## src/design/flcts_pkg.sv

```systemverilog
// ----------------------------------------------------------------------------
// flcts_pkg
// Shared types and constants for the floor/ceiling texel stepper.
// ----------------------------------------------------------------------------
package flcts_pkg;

  // Fixed datapath widths (set by the 12-bit size registers and Q16.16 inputs)
  localparam int DIV_N   = 44;  // dividend bits of the serial divider
  localparam int DIV_D   = 12;  // divisor bits
  localparam int DIST_W  = 27;  // row distance magnitude
  localparam int OPND_W  = 33;  // ray or plane magnitude
  localparam int ACC_W   = DIST_W + OPND_W;
  localparam int FRAC_W  = 16;
  localparam int ACC_W48 = 48;

  typedef enum logic {
    REQ_ROW = 1'b0,
    REQ_PIX = 1'b1
  } req_t;

  typedef enum logic [2:0] {
    REG_WIDTH  = 3'd0,
    REG_HEIGHT = 3'd1,
    REG_DIR_X  = 3'd2,
    REG_DIR_Y  = 3'd3,
    REG_PLN_X  = 3'd4,
    REG_PLN_Y  = 3'd5,
    REG_POS_X  = 3'd6,
    REG_POS_Y  = 3'd7
  } cfg_reg_t;

  // Product being formed: left ray x/y feed the start point, 2*plane feeds the stride
  typedef enum logic [1:0] {
    SEL_LX  = 2'd0,
    SEL_LY  = 2'd1,
    SEL_PX2 = 2'd2,
    SEL_PY2 = 2'd3
  } op_sel_t;

  typedef enum logic {
    DIV_DIST = 1'b0,
    DIV_PROD = 1'b1
  } div_src_t;

  typedef enum logic [3:0] {
    ST_IDLE,
    ST_DSTART,
    ST_DDIV,
    ST_PP_LO,
    ST_PP_HI,
    ST_ACC,
    ST_WORLD,
    ST_SSTART,
    ST_SDIV
  } state_t;

  typedef struct packed {
    logic     row_take;
    logic     pix_take;
    logic     div_start;
    div_src_t div_src;
    logic     dist_load;
    logic     mul_lo;
    logic     mul_hi;
    logic     acc_add;
    logic     world_load;
    logic     stride_load;
    op_sel_t  sel;
  } ctrl_cmd_t;

  typedef struct packed {
    logic pix_serve;
    logic div_busy;
  } dp_status_t;

endpackage

```

## src/design/flcts_div.sv

```systemverilog
// ----------------------------------------------------------------------------
// flcts_div
// Unsigned restoring divider, one quotient bit per cycle.
// ----------------------------------------------------------------------------
module flcts_div (
  input  logic                          clk,
  input  logic                          rst,
  input  logic                          start,
  input  logic [flcts_pkg::DIV_N-1:0]   dividend,
  input  logic [flcts_pkg::DIV_D-1:0]   divisor,
  output logic                          busy,
  output logic [flcts_pkg::DIV_N-1:0]   quotient
);

  localparam int N   = flcts_pkg::DIV_N;
  localparam int D   = flcts_pkg::DIV_D;
  localparam int CW  = $clog2(N + 1);

  logic [CW-1:0] cnt;
  logic [D-1:0]  rem;
  logic [D-1:0]  dsr;
  logic [D:0]    rem_sh;
  logic [D:0]    diff;
  logic          ge;

  assign rem_sh = {rem, quotient[N-1]};
  assign diff   = rem_sh - {1'b0, dsr};
  assign ge     = !diff[D];
  assign busy   = (cnt != '0);

  always_ff @(posedge clk) begin
    if (rst) begin
      cnt <= '0;
    end else if (start) begin
      cnt <= CW'(N);
    end else if (busy) begin
      cnt <= cnt - CW'(1);
    end
  end

  always_ff @(posedge clk) begin
    if (start) begin
      rem      <= '0;
      dsr      <= divisor;
      quotient <= dividend;
    end else if (busy) begin
      rem      <= ge ? diff[D-1:0] : rem_sh[D-1:0];
      quotient <= {quotient[N-2:0], ge};
    end
  end

endmodule

```

## src/design/flcts_datapath.sv

```systemverilog
// ----------------------------------------------------------------------------
// flcts_datapath
// Config registers, row setup arithmetic, per-pixel stepping and result regs.
// ----------------------------------------------------------------------------
module flcts_datapath #(
  parameter int TEX_SIZE   = 64,
  parameter int MAX_WIDTH  = 2048,
  parameter int MAX_HEIGHT = 2048
) (
  input  logic                     clk,
  input  logic                     rst,
  input  logic                     cfg_we,
  input  logic [2:0]               cfg_index,
  input  logic [31:0]              cfg_data,
  input  logic [10:0]              row,
  input  flcts_pkg::ctrl_cmd_t     cmd,
  output flcts_pkg::dp_status_t    stat,
  output logic [23:0]              floor_addr,
  output logic [23:0]              ceiling_addr,
  output logic [5:0]               tex_x,
  output logic [5:0]               tex_y,
  output logic [10:0]              column,
  output logic                     last_in_row
);

  localparam int TEX_W  = $clog2(TEX_SIZE) + 1;
  localparam int DIST_W = flcts_pkg::DIST_W;
  localparam int OPND_W = flcts_pkg::OPND_W;
  localparam int ACC_W  = flcts_pkg::ACC_W;
  localparam int FRAC_W = flcts_pkg::FRAC_W;
  localparam int DIV_N  = flcts_pkg::DIV_N;
  localparam int DIV_D  = flcts_pkg::DIV_D;
  localparam int W48    = flcts_pkg::ACC_W48;
  localparam int HI_W   = OPND_W - FRAC_W;
  localparam int PP_W   = DIST_W + HI_W;

  // configuration
  logic [11:0] screen_width, screen_height;
  logic [31:0] view_dir_x, view_dir_y, cam_plane_x, cam_plane_y;
  logic [31:0] viewer_pos_x, viewer_pos_y;

  // row state
  logic [10:0] active_row;
  logic        row_valid;
  logic [11:0] next_column;
  logic [W48-1:0] world_x, world_y, stride_x, stride_y;

  // setup scratch
  logic [DIST_W-1:0] dist_mag;
  logic              dist_neg;
  logic [PP_W-1:0]   pp;
  logic [ACC_W-1:0]  acc;

  always_ff @(posedge clk) begin
    if (rst) begin
      screen_width  <= 12'd640;
      screen_height <= 12'd480;
      view_dir_x    <= 32'h0001_0000;
      view_dir_y    <= '0;
      cam_plane_x   <= '0;
      cam_plane_y   <= 32'd43253;
      viewer_pos_x  <= '0;
      viewer_pos_y  <= '0;
    end else if (cfg_we) begin
      unique case (flcts_pkg::cfg_reg_t'(cfg_index))
        flcts_pkg::REG_WIDTH:  screen_width  <= cfg_data[11:0];
        flcts_pkg::REG_HEIGHT: screen_height <= cfg_data[11:0];
        flcts_pkg::REG_DIR_X:  view_dir_x    <= cfg_data;
        flcts_pkg::REG_DIR_Y:  view_dir_y    <= cfg_data;
        flcts_pkg::REG_PLN_X:  cam_plane_x   <= cfg_data;
        flcts_pkg::REG_PLN_Y:  cam_plane_y   <= cfg_data;
        flcts_pkg::REG_POS_X:  viewer_pos_x  <= cfg_data;
        flcts_pkg::REG_POS_Y:  viewer_pos_y  <= cfg_data;
      endcase
    end
  end

  // clamped screen size
  logic [12:0] w_eff, h_eff;
  assign w_eff = ({1'b0, screen_width} > 13'(MAX_WIDTH)) ? 13'(MAX_WIDTH)
                                                          : {1'b0, screen_width};
  assign h_eff = ({1'b0, screen_height} > 13'(MAX_HEIGHT)) ? 13'(MAX_HEIGHT)
                                                            : {1'b0, screen_height};

  // row offset from the horizon, zero replaced by one
  logic signed [12:0] off;
  logic               off_neg;
  logic [12:0]        off_abs;
  logic [DIV_D-1:0]   off_div;
  assign off     = $signed({2'b00, active_row}) - $signed({2'b00, h_eff[11:1]});
  assign off_neg = off[12];
  assign off_abs = off_neg ? 13'(13'd0 - off) : off;
  assign off_div = (off == '0) ? DIV_D'(1) : off_abs[DIV_D-1:0];

  // operand of the current product
  logic [OPND_W-1:0] opnd, opnd_mag;
  logic              opnd_neg, prod_neg;
  always_comb begin
    unique case (cmd.sel)
      flcts_pkg::SEL_LX:  opnd = {view_dir_x[31], view_dir_x} - {cam_plane_x[31], cam_plane_x};
      flcts_pkg::SEL_LY:  opnd = {view_dir_y[31], view_dir_y} - {cam_plane_y[31], cam_plane_y};
      flcts_pkg::SEL_PX2: opnd = {cam_plane_x, 1'b0};
      flcts_pkg::SEL_PY2: opnd = {cam_plane_y, 1'b0};
    endcase
  end
  assign opnd_neg = opnd[OPND_W-1];
  assign opnd_mag = opnd_neg ? OPND_W'(0 - opnd) : opnd;
  assign prod_neg = dist_neg ^ opnd_neg;

  logic [HI_W-1:0] mul_b;
  assign mul_b = cmd.mul_hi ? opnd_mag[OPND_W-1:FRAC_W]
                            : HI_W'(opnd_mag[FRAC_W-1:0]);

  // divider
  logic [DIV_N-1:0] div_dividend, div_q;
  logic [DIV_D-1:0] div_divisor;
  logic             div_busy;
  logic [DIV_D-1:0] w_div;

  assign w_div = (w_eff == '0) ? DIV_D'(1) : w_eff[DIV_D-1:0];

  always_comb begin
    unique case (cmd.div_src)
      flcts_pkg::DIV_DIST: begin
        div_dividend = DIV_N'({h_eff[11:0], 15'b0});
        div_divisor  = off_div;
      end
      flcts_pkg::DIV_PROD: begin
        div_dividend = acc[ACC_W-1:FRAC_W];
        div_divisor  = w_div;
      end
    endcase
  end

  flcts_div u_div (
    .clk      (clk),
    .rst      (rst),
    .start    (cmd.div_start),
    .dividend (div_dividend),
    .divisor  (div_divisor),
    .busy     (div_busy),
    .quotient (div_q)
  );

  // signed results of the setup
  logic [W48-1:0] scaled, scaled_s, pos_s, quo, quo_s;
  assign scaled   = W48'(acc[ACC_W-1:FRAC_W]);
  assign scaled_s = prod_neg ? W48'(0 - scaled) : scaled;
  assign pos_s    = cmd.sel[0] ? {{16{viewer_pos_y[31]}}, viewer_pos_y}
                               : {{16{viewer_pos_x[31]}}, viewer_pos_x};
  assign quo      = W48'(div_q);
  assign quo_s    = prod_neg ? W48'(0 - quo) : quo;

  always_ff @(posedge clk) begin
    if (cmd.dist_load) begin
      dist_mag <= div_q[DIST_W-1:0];
      dist_neg <= off_neg;
    end
    if (cmd.mul_lo || cmd.mul_hi) begin
      pp <= {{HI_W{1'b0}}, dist_mag} * {{DIST_W{1'b0}}, mul_b};
    end
    if (cmd.mul_hi) begin
      acc <= ACC_W'(pp);
    end else if (cmd.acc_add) begin
      acc <= acc + {pp, {FRAC_W{1'b0}}};
    end
  end

  // texel index from a signed Q32.16 coordinate, fraction truncated toward zero
  function automatic logic [5:0] texel(input logic [W48-1:0] p);
    logic                      neg;
    logic [FRAC_W-1:0]         mag;
    logic [FRAC_W+TEX_W-1:0]   prod;
    logic [TEX_W-1:0]          q;
    logic [15:0]               t;
    logic [15:0]               m;
    neg  = p[W48-1];
    mag  = neg ? FRAC_W'(~p[FRAC_W-1:0] + FRAC_W'(1)) : p[FRAC_W-1:0];
    prod = (FRAC_W+TEX_W)'(mag) * (FRAC_W+TEX_W)'(TEX_SIZE);
    q    = prod[FRAC_W+TEX_W-1:FRAC_W];
    t    = neg ? 16'(16'd0 - 16'(q)) : 16'(q);
    m    = t & 16'(TEX_SIZE - 1);
    return m[5:0];
  endfunction

  // pixel addresses, kept modulo 2^22 before the byte scale
  logic [21:0] row22, w22, x22, crow22, floor_sum, ceil_sum;
  assign row22     = 22'(active_row);
  assign w22       = 22'(w_eff);
  assign x22       = 22'(next_column);
  assign crow22    = 22'(h_eff) - 22'd1 - row22;
  assign floor_sum = 22'(row22 * w22) + x22;
  assign ceil_sum  = 22'(crow22 * w22) + x22;

  assign stat.pix_serve = row_valid && ({1'b0, next_column} < w_eff);
  assign stat.div_busy  = div_busy;

  always_ff @(posedge clk) begin
    if (rst) begin
      active_row  <= '0;
      row_valid   <= 1'b0;
      next_column <= '0;
    end else if (cmd.row_take) begin
      active_row  <= row;
      row_valid   <= 1'b1;
      next_column <= '0;
    end else if (cmd.pix_take) begin
      next_column <= next_column + 12'd1;
    end
  end

  always_ff @(posedge clk) begin
    if (cmd.world_load) begin
      if (cmd.sel[0]) begin
        world_y <= pos_s + scaled_s;
      end else begin
        world_x <= pos_s + scaled_s;
      end
    end else if (cmd.pix_take) begin
      world_x <= world_x + stride_x;
      world_y <= world_y + stride_y;
    end
    if (cmd.stride_load) begin
      if (cmd.sel[0]) begin
        stride_y <= quo_s;
      end else begin
        stride_x <= quo_s;
      end
    end
  end

  always_ff @(posedge clk) begin
    if (cmd.pix_take) begin
      floor_addr   <= {floor_sum, 2'b00};
      ceiling_addr <= {ceil_sum, 2'b00};
      tex_x        <= texel(world_x);
      tex_y        <= texel(world_y);
      column       <= next_column[10:0];
      last_in_row  <= ({1'b0, next_column} + 13'd1 == w_eff);
    end
  end

endmodule

```

## src/design/flcts_ctrl.sv

```systemverilog
// ----------------------------------------------------------------------------
// flcts_ctrl
// Sequencer for row setup and output register handshake.
// ----------------------------------------------------------------------------
module flcts_ctrl (
  input  logic                   clk,
  input  logic                   rst,
  input  logic                   in_valid,
  input  logic                   req_type,
  input  logic                   out_ready,
  input  flcts_pkg::dp_status_t  stat,
  output logic                   in_ready,
  output logic                   out_valid,
  output flcts_pkg::ctrl_cmd_t   cmd
);

  flcts_pkg::state_t  state, state_next;
  flcts_pkg::op_sel_t sel, sel_next;
  logic               out_valid_next;
  logic               accept;

  assign in_ready = (state == flcts_pkg::ST_IDLE) && (!out_valid || out_ready);
  assign accept   = in_valid && in_ready;

  always_ff @(posedge clk) begin
    if (rst) begin
      state     <= flcts_pkg::ST_IDLE;
      sel       <= flcts_pkg::SEL_LX;
      out_valid <= 1'b0;
    end else begin
      state     <= state_next;
      sel       <= sel_next;
      out_valid <= out_valid_next;
    end
  end

  always_comb begin
    state_next = state;
    sel_next   = sel;
    unique case (state)
      flcts_pkg::ST_IDLE: begin
        if (accept && (req_type == flcts_pkg::REQ_ROW)) state_next = flcts_pkg::ST_DSTART;
      end
      flcts_pkg::ST_DSTART: state_next = flcts_pkg::ST_DDIV;
      flcts_pkg::ST_DDIV: begin
        if (!stat.div_busy) begin
          state_next = flcts_pkg::ST_PP_LO;
          sel_next   = flcts_pkg::SEL_LX;
        end
      end
      flcts_pkg::ST_PP_LO: state_next = flcts_pkg::ST_PP_HI;
      flcts_pkg::ST_PP_HI: state_next = flcts_pkg::ST_ACC;
      flcts_pkg::ST_ACC: begin
        state_next = sel[1] ? flcts_pkg::ST_SSTART : flcts_pkg::ST_WORLD;
      end
      flcts_pkg::ST_WORLD: begin
        state_next = flcts_pkg::ST_PP_LO;
        sel_next   = flcts_pkg::op_sel_t'(sel + 2'd1);
      end
      flcts_pkg::ST_SSTART: state_next = flcts_pkg::ST_SDIV;
      flcts_pkg::ST_SDIV: begin
        if (!stat.div_busy) begin
          if (sel == flcts_pkg::SEL_PY2) begin
            state_next = flcts_pkg::ST_IDLE;
          end else begin
            state_next = flcts_pkg::ST_PP_LO;
            sel_next   = flcts_pkg::op_sel_t'(sel + 2'd1);
          end
        end
      end
      default: state_next = flcts_pkg::ST_IDLE;
    endcase
  end

  always_comb begin
    cmd         = '0;
    cmd.sel     = sel;
    cmd.div_src = flcts_pkg::DIV_DIST;
    unique case (state)
      flcts_pkg::ST_IDLE: begin
        cmd.row_take = accept && (req_type == flcts_pkg::REQ_ROW);
        cmd.pix_take = accept && (req_type == flcts_pkg::REQ_PIX) && stat.pix_serve;
      end
      flcts_pkg::ST_DSTART: cmd.div_start = 1'b1;
      flcts_pkg::ST_DDIV:   cmd.dist_load = !stat.div_busy;
      flcts_pkg::ST_PP_LO:  cmd.mul_lo    = 1'b1;
      flcts_pkg::ST_PP_HI:  cmd.mul_hi    = 1'b1;
      flcts_pkg::ST_ACC:    cmd.acc_add   = 1'b1;
      flcts_pkg::ST_WORLD:  cmd.world_load = 1'b1;
      flcts_pkg::ST_SSTART: begin
        cmd.div_start = 1'b1;
        cmd.div_src   = flcts_pkg::DIV_PROD;
      end
      flcts_pkg::ST_SDIV: begin
        cmd.div_src     = flcts_pkg::DIV_PROD;
        cmd.stride_load = !stat.div_busy;
      end
      default: cmd = '0;
    endcase
  end

  always_comb begin
    if (cmd.pix_take) begin
      out_valid_next = 1'b1;
    end else if (out_ready) begin
      out_valid_next = 1'b0;
    end else begin
      out_valid_next = out_valid;
    end
  end

`ifndef NO_ASSERTIONS
  a_div_start_free: assert property (@(posedge clk) disable iff (rst)
    cmd.div_start |-> !stat.div_busy)
    else $error("divider started while busy");

  a_ready_no_div: assert property (@(posedge clk) disable iff (rst)
    in_ready |-> !stat.div_busy)
    else $error("input ready during row setup");

  a_pix_result: assert property (@(posedge clk) disable iff (rst)
    cmd.pix_take |=> out_valid)
    else $error("served pixel lost its result");

  a_row_leaves_idle: assert property (@(posedge clk) disable iff (rst)
    (accept && (req_type == flcts_pkg::REQ_ROW)) |=> (!in_ready && !out_valid_next) || !in_ready)
    else $error("row start did not block input");
`endif

endmodule

```

## src/design/floor_ceiling_texel_stepper_unit.sv

```systemverilog
// ----------------------------------------------------------------------------
// floor_ceiling_texel_stepper_unit
// Floor/ceiling raycaster stepper: row setup and per-pixel texel stepping.
// ----------------------------------------------------------------------------
// Input channel (in_valid/in_ready): req_type 0 starts a row (row field used),
// req_type 1 asks for the next pixel of the current row.
// Output channel (out_valid/out_ready): one transfer per served pixel with the
// floor and mirrored ceiling byte addresses, texel indices, column and a
// last-pixel flag. Pixels past the row end or before any row start are taken
// and give no transfer.
// Pixel requests: one per cycle unless the output stalls; result registered.
// Row start: the block holds in_ready low while the bit-serial divider runs
// three times (distance, stride x, stride y) and four two-part 27x17
// multiplies are formed.
// Config writes (cfg_we/cfg_index/cfg_data) take effect at once; issue them
// only while the block is idle.
// Reset (rst, synchronous) restores the default screen and camera registers
// and clears the row state; the output register empties.
// If the receiver stalls, the pending result holds and one more pixel is
// taken only when the register drains in the same cycle.
// ----------------------------------------------------------------------------
module floor_ceiling_texel_stepper_unit #(
  parameter int TEX_SIZE   = 64,
  parameter int MAX_WIDTH  = 2048,
  parameter int MAX_HEIGHT = 2048
) (
  input  logic        clk,
  input  logic        rst,
  input  logic        cfg_we,
  input  logic [2:0]  cfg_index,
  input  logic [31:0] cfg_data,
  input  logic        in_valid,
  output logic        in_ready,
  input  logic        req_type,
  input  logic [10:0] row,
  output logic        out_valid,
  input  logic        out_ready,
  output logic [23:0] floor_addr,
  output logic [23:0] ceiling_addr,
  output logic [5:0]  tex_x,
  output logic [5:0]  tex_y,
  output logic [10:0] column,
  output logic        last_in_row
);

  flcts_pkg::ctrl_cmd_t  cmd;
  flcts_pkg::dp_status_t stat;

  flcts_ctrl u_ctrl (
    .clk       (clk),
    .rst       (rst),
    .in_valid  (in_valid),
    .req_type  (req_type),
    .out_ready (out_ready),
    .stat      (stat),
    .in_ready  (in_ready),
    .out_valid (out_valid),
    .cmd       (cmd)
  );

  flcts_datapath #(
    .TEX_SIZE   (TEX_SIZE),
    .MAX_WIDTH  (MAX_WIDTH),
    .MAX_HEIGHT (MAX_HEIGHT)
  ) u_dp (
    .clk          (clk),
    .rst          (rst),
    .cfg_we       (cfg_we),
    .cfg_index    (cfg_index),
    .cfg_data     (cfg_data),
    .row          (row),
    .cmd          (cmd),
    .stat         (stat),
    .floor_addr   (floor_addr),
    .ceiling_addr (ceiling_addr),
    .tex_x        (tex_x),
    .tex_y        (tex_y),
    .column       (column),
    .last_in_row  (last_in_row)
  );

endmodule
```

## config.mk

```make
export PLATFORM = sky130hd
export DESIGN_NAME = floor_ceiling_texel_stepper_unit
export DESIGN_NICKNAME = d
export VERILOG_FILES = /design/src/design/flcts_pkg.sv /design/src/design/flcts_div.sv /design/src/design/flcts_datapath.sv /design/src/design/flcts_ctrl.sv /design/src/design/floor_ceiling_texel_stepper_unit.sv
export SDC_FILE = /design/constraint.sdc
export NUM_CORES = 2
export LEC_CHECK = 0
export ABC_AREA = 1
export BUFFER_PORTS_ARGS = -buffer_cell sky130_fd_sc_hd__buf_4
export CORE_MARGIN = 3
export CORE_UTILIZATION = 25
export CTS_BUF_LIST = sky130_fd_sc_hd__clkbuf_2
export CTS_CLUSTER_SIZE = 16
export DETAILED_ROUTE_END_ITERATION = 8
export PLACE_DENSITY = 0.5
export SLEW_MARGIN = 10
export SYNTH_ARGS = -nofsm -noshare
export SYNTH_HDL_FRONTEND = slang
export SYNTH_SLANG_ARGS = --single-unit
export TNS_END_PERCENT = 20
```

## constraint.sdc

```tcl
create_clock -name clk -period 15.14 [get_ports clk]
set_clock_uncertainty 0.2 [all_clocks]
set_input_delay 3.028 -clock clk [delete_from_list [all_inputs] [get_ports clk]]
set_output_delay 3.028 -clock clk [all_outputs]
set_load 0.05 [all_outputs]
```

==> metrics.cfg <==
[die]
start_util_pct=25.2
die_x_um=545
core_um2=289000
die_h_um=545
rows=197
ios=126
dieArea_um2=297000

[clock_network]
cts_root_buffer=clkbuf_2
cts_tree=built
h-tree-depth=4
numCtsBuffers=194
cts_resized=0
cts_setup_buffers=0
cts.path.max_buffers=4
clock_sinks=691
postCtsHoldBufs=0
clock_latency_ps=1550
clkTransAtPathRegs_ps=120

[yosys]
synth-edff-count=410
synth_area_leader_cell=fa_1
synth-async-reset-ratio_pct=0
ys.flop_type=edfxtp_1
yosysSeqAreaShare_pct=24.7
yosys_warnings=0
yosys-top-cells-count=nand2_1, inv_1, nor2_1
yosysMostFrequentCell=nand2_1
syn_avg_cell_area_um2=7.51
syn_inst=9681
ys_types=68
synth_seq_cells=691
yosysTopAreaCellShare_pct=17.4
syn-cell-area_um2=72700
synth_area_leaders=fa_1, edfxtp_1, nand2_1, ha_1, inv_1

[drt]
routed_wl_um=261000
vias=64200
routed_via_density=4.64
wl_per_cell_um=18.9
ant_nets=0
drt_iter0_drc=5215
drt_pass1_iterations=6
drcViolationCount=0

[sta]
worst_pin_slew_ps=1070
period_minus_slack_ps=10440
drv_slew=0
timing.final.crit_share_pct=69.0
max_slew_margin_pct=28.4
finalSetupViolations=0
setup-tns-final_ps=0
fmax_mhz=95.8
hold_violations=0
rsz0062_at_grt=false

[worst_setup_path]
max_stage_delay_ps=570
critical_path.endpoint_type=flip-flop
required_ps=16070
path_max_fanout=36
critical_path_arrival_ps=11370
cp-start-kind=flip-flop
crit_slowest_cell=nand2_2
criticalPathCategory=reg -> reg

[grt]
grt_first_pass_wirelength_um=393000
first_global_vias=62300
track_usage_pct=17.0
antenna_found_initial=20
grt_max_degree=92
grt-ovfl-total=0

[final_layout]
area.sequential_um2=17900
nFillCells=32100
syn_to_final_growth_pct=9.53
finalNetCount=11000
drive_above_1_share_pct=6.83
multi_input_area_um2=47000

[placed_design]
gp_congestion=0.947
dp_hpwl_um=207000
portBuffers=121

[worst_hold_path]
hp-class=reg -> reg

[run_status]
status=completed

[job]
cap_violations=0

==> metal layers <==
metal / vias up / global-route usage (%) / routed length (um)
li1: 31300 / - / -
met1: 30600 / 25.2 / 127000
met2: 1988 / 25.9 / 112000
met3: 294 / 2.81 / 17700
met4: 2 / 3.39 / 5120
met5: - / 0 / 13
==> kinds of logic after synthesis <==
logic type | after synthesis | synth area share [%]
and+or+nand+nor | 3900 | 22.5
buffers and inverters | 2062 | 10.9
AOI/OAI and AO/OA | 1556 | 11.7
adders and majority gates | 1164 | 26.6
DFF | 691 | 24.7
xor gates and xnor gates | 307 | 3.71
other | 1 | 0.00516
==> cells in the final DEF, fill, tap and decap left out, types with 23 or more instances in the layout <==
| master | n |
|---|---|
| nand4_1 | 92 |
| inv_2 | 26 |
| clkinv_1 | 52 |
| o211ai_1 | 39 |
| a21o_1 | 34 |
| nand3_1 | 608 |
| o21ai_0 | 649 |
| o21bai_1 | 23 |
| nand2_1 | 1836 |
| nor2_2 | 49 |
| edfxtp_1 | 410 |
| a21oi_1 | 610 |
| or2_2 | 37 |
| fa_1 | 632 |
| dfxtp_1 | 281 |
| a31oi_1 | 63 |
| clkbuf_2 | 281 |
| xor2_1 | 209 |
| inv_1 | 1734 |
| nor2_1 | 1088 |
| o21a_1 | 28 |
| buf_4 | 202 |
| xnor2_1 | 96 |
| nor3_1 | 88 |
| ha_1 | 532 |
==> sequential cells by signal, summed over array words and instances (netlist names), 22 cells and up <==
register / count
u_dp.pp: 44
u_dp.viewer_pos_x: 32
u_dp.stride_x: 45
u_dp.ceiling_addr: 22
u_dp.viewer_pos_y: 32
u_dp.world_y: 48
u_dp.view_dir_x: 32
u_dp.floor_addr: 22
u_dp.cam_plane_y: 32
u_dp.u_div.quotient: 44
u_dp.stride_y: 45
u_dp.acc: 44
u_dp.world_x: 48
u_dp.cam_plane_x: 32
u_dp.dist_mag: 27
u_dp.view_dir_y: 32
==> stage by stage <==
stage / hold slack, ps / setup slack (ps) / instances / cell area [um2] / util, %
global route: 286 / 3960 / 13800 / 79600 / 27.6
finish: 274 / 4700 / 13800 / 79600 / 27.6
floorplan: 226 / 6800 / 9684 / 72700 / -
detailed placement: 249 / 4960 / 13500 / 78000 / 27.0
CTS: 275 / 4870 / 13800 / 79600 / 27.6
global placement: 252 / 5040 / 13500 / 78000 / 27.0
==> critical path, delay by kind of cell, from the launching register on <==
kind / cells / cell delay, ps
fa+ha+maj: 8 / 3540
buf+inv: 9 / 1140
xor+xnor: 1 / 90
simple gates: 14 / 2300
compound gates: 13 / 2360
flops: 1 / 420
==> final timing paths <==
kind                                startpoint                               to  slack, ps  cells after the start
min            u_dp.view_dir_x[0]$_SDFFE_PP0P_  u_dp.view_dir_x[0]$_SDFFE_PP0P_        270                      2
min reg2reg    u_dp.view_dir_x[0]$_SDFFE_PP0P_  u_dp.view_dir_x[0]$_SDFFE_PP0P_        270                      2
max reg2reg  u_dp.cam_plane_y[11]$_SDFFE_PP1P_            u_dp.pp[36]$_DFFE_PP_       4700                     45
max          u_dp.cam_plane_y[11]$_SDFFE_PP1P_            u_dp.pp[36]$_DFFE_PP_       4700                     45
==> area by class of cell <==
| cell class | instances | share of cell area, % |
|---|---|---|
| clock inverters | 47 | 0.314 |
| clock buffers | 281 | 1.77 |
| diodes | 5 | 0.0157 |
| well taps | 3880 | 6.10 |
| inverters | 1781 | 8.40 |
| repair buffers | 202 | 1.90 |
| flip-flops and latches | 691 | 22.5 |
| multi-input cells | 6931 | 59.0 |
Power is not shown: default switching activity piles up to over one toggle a cycle in this logic, so the estimate is an artifact.
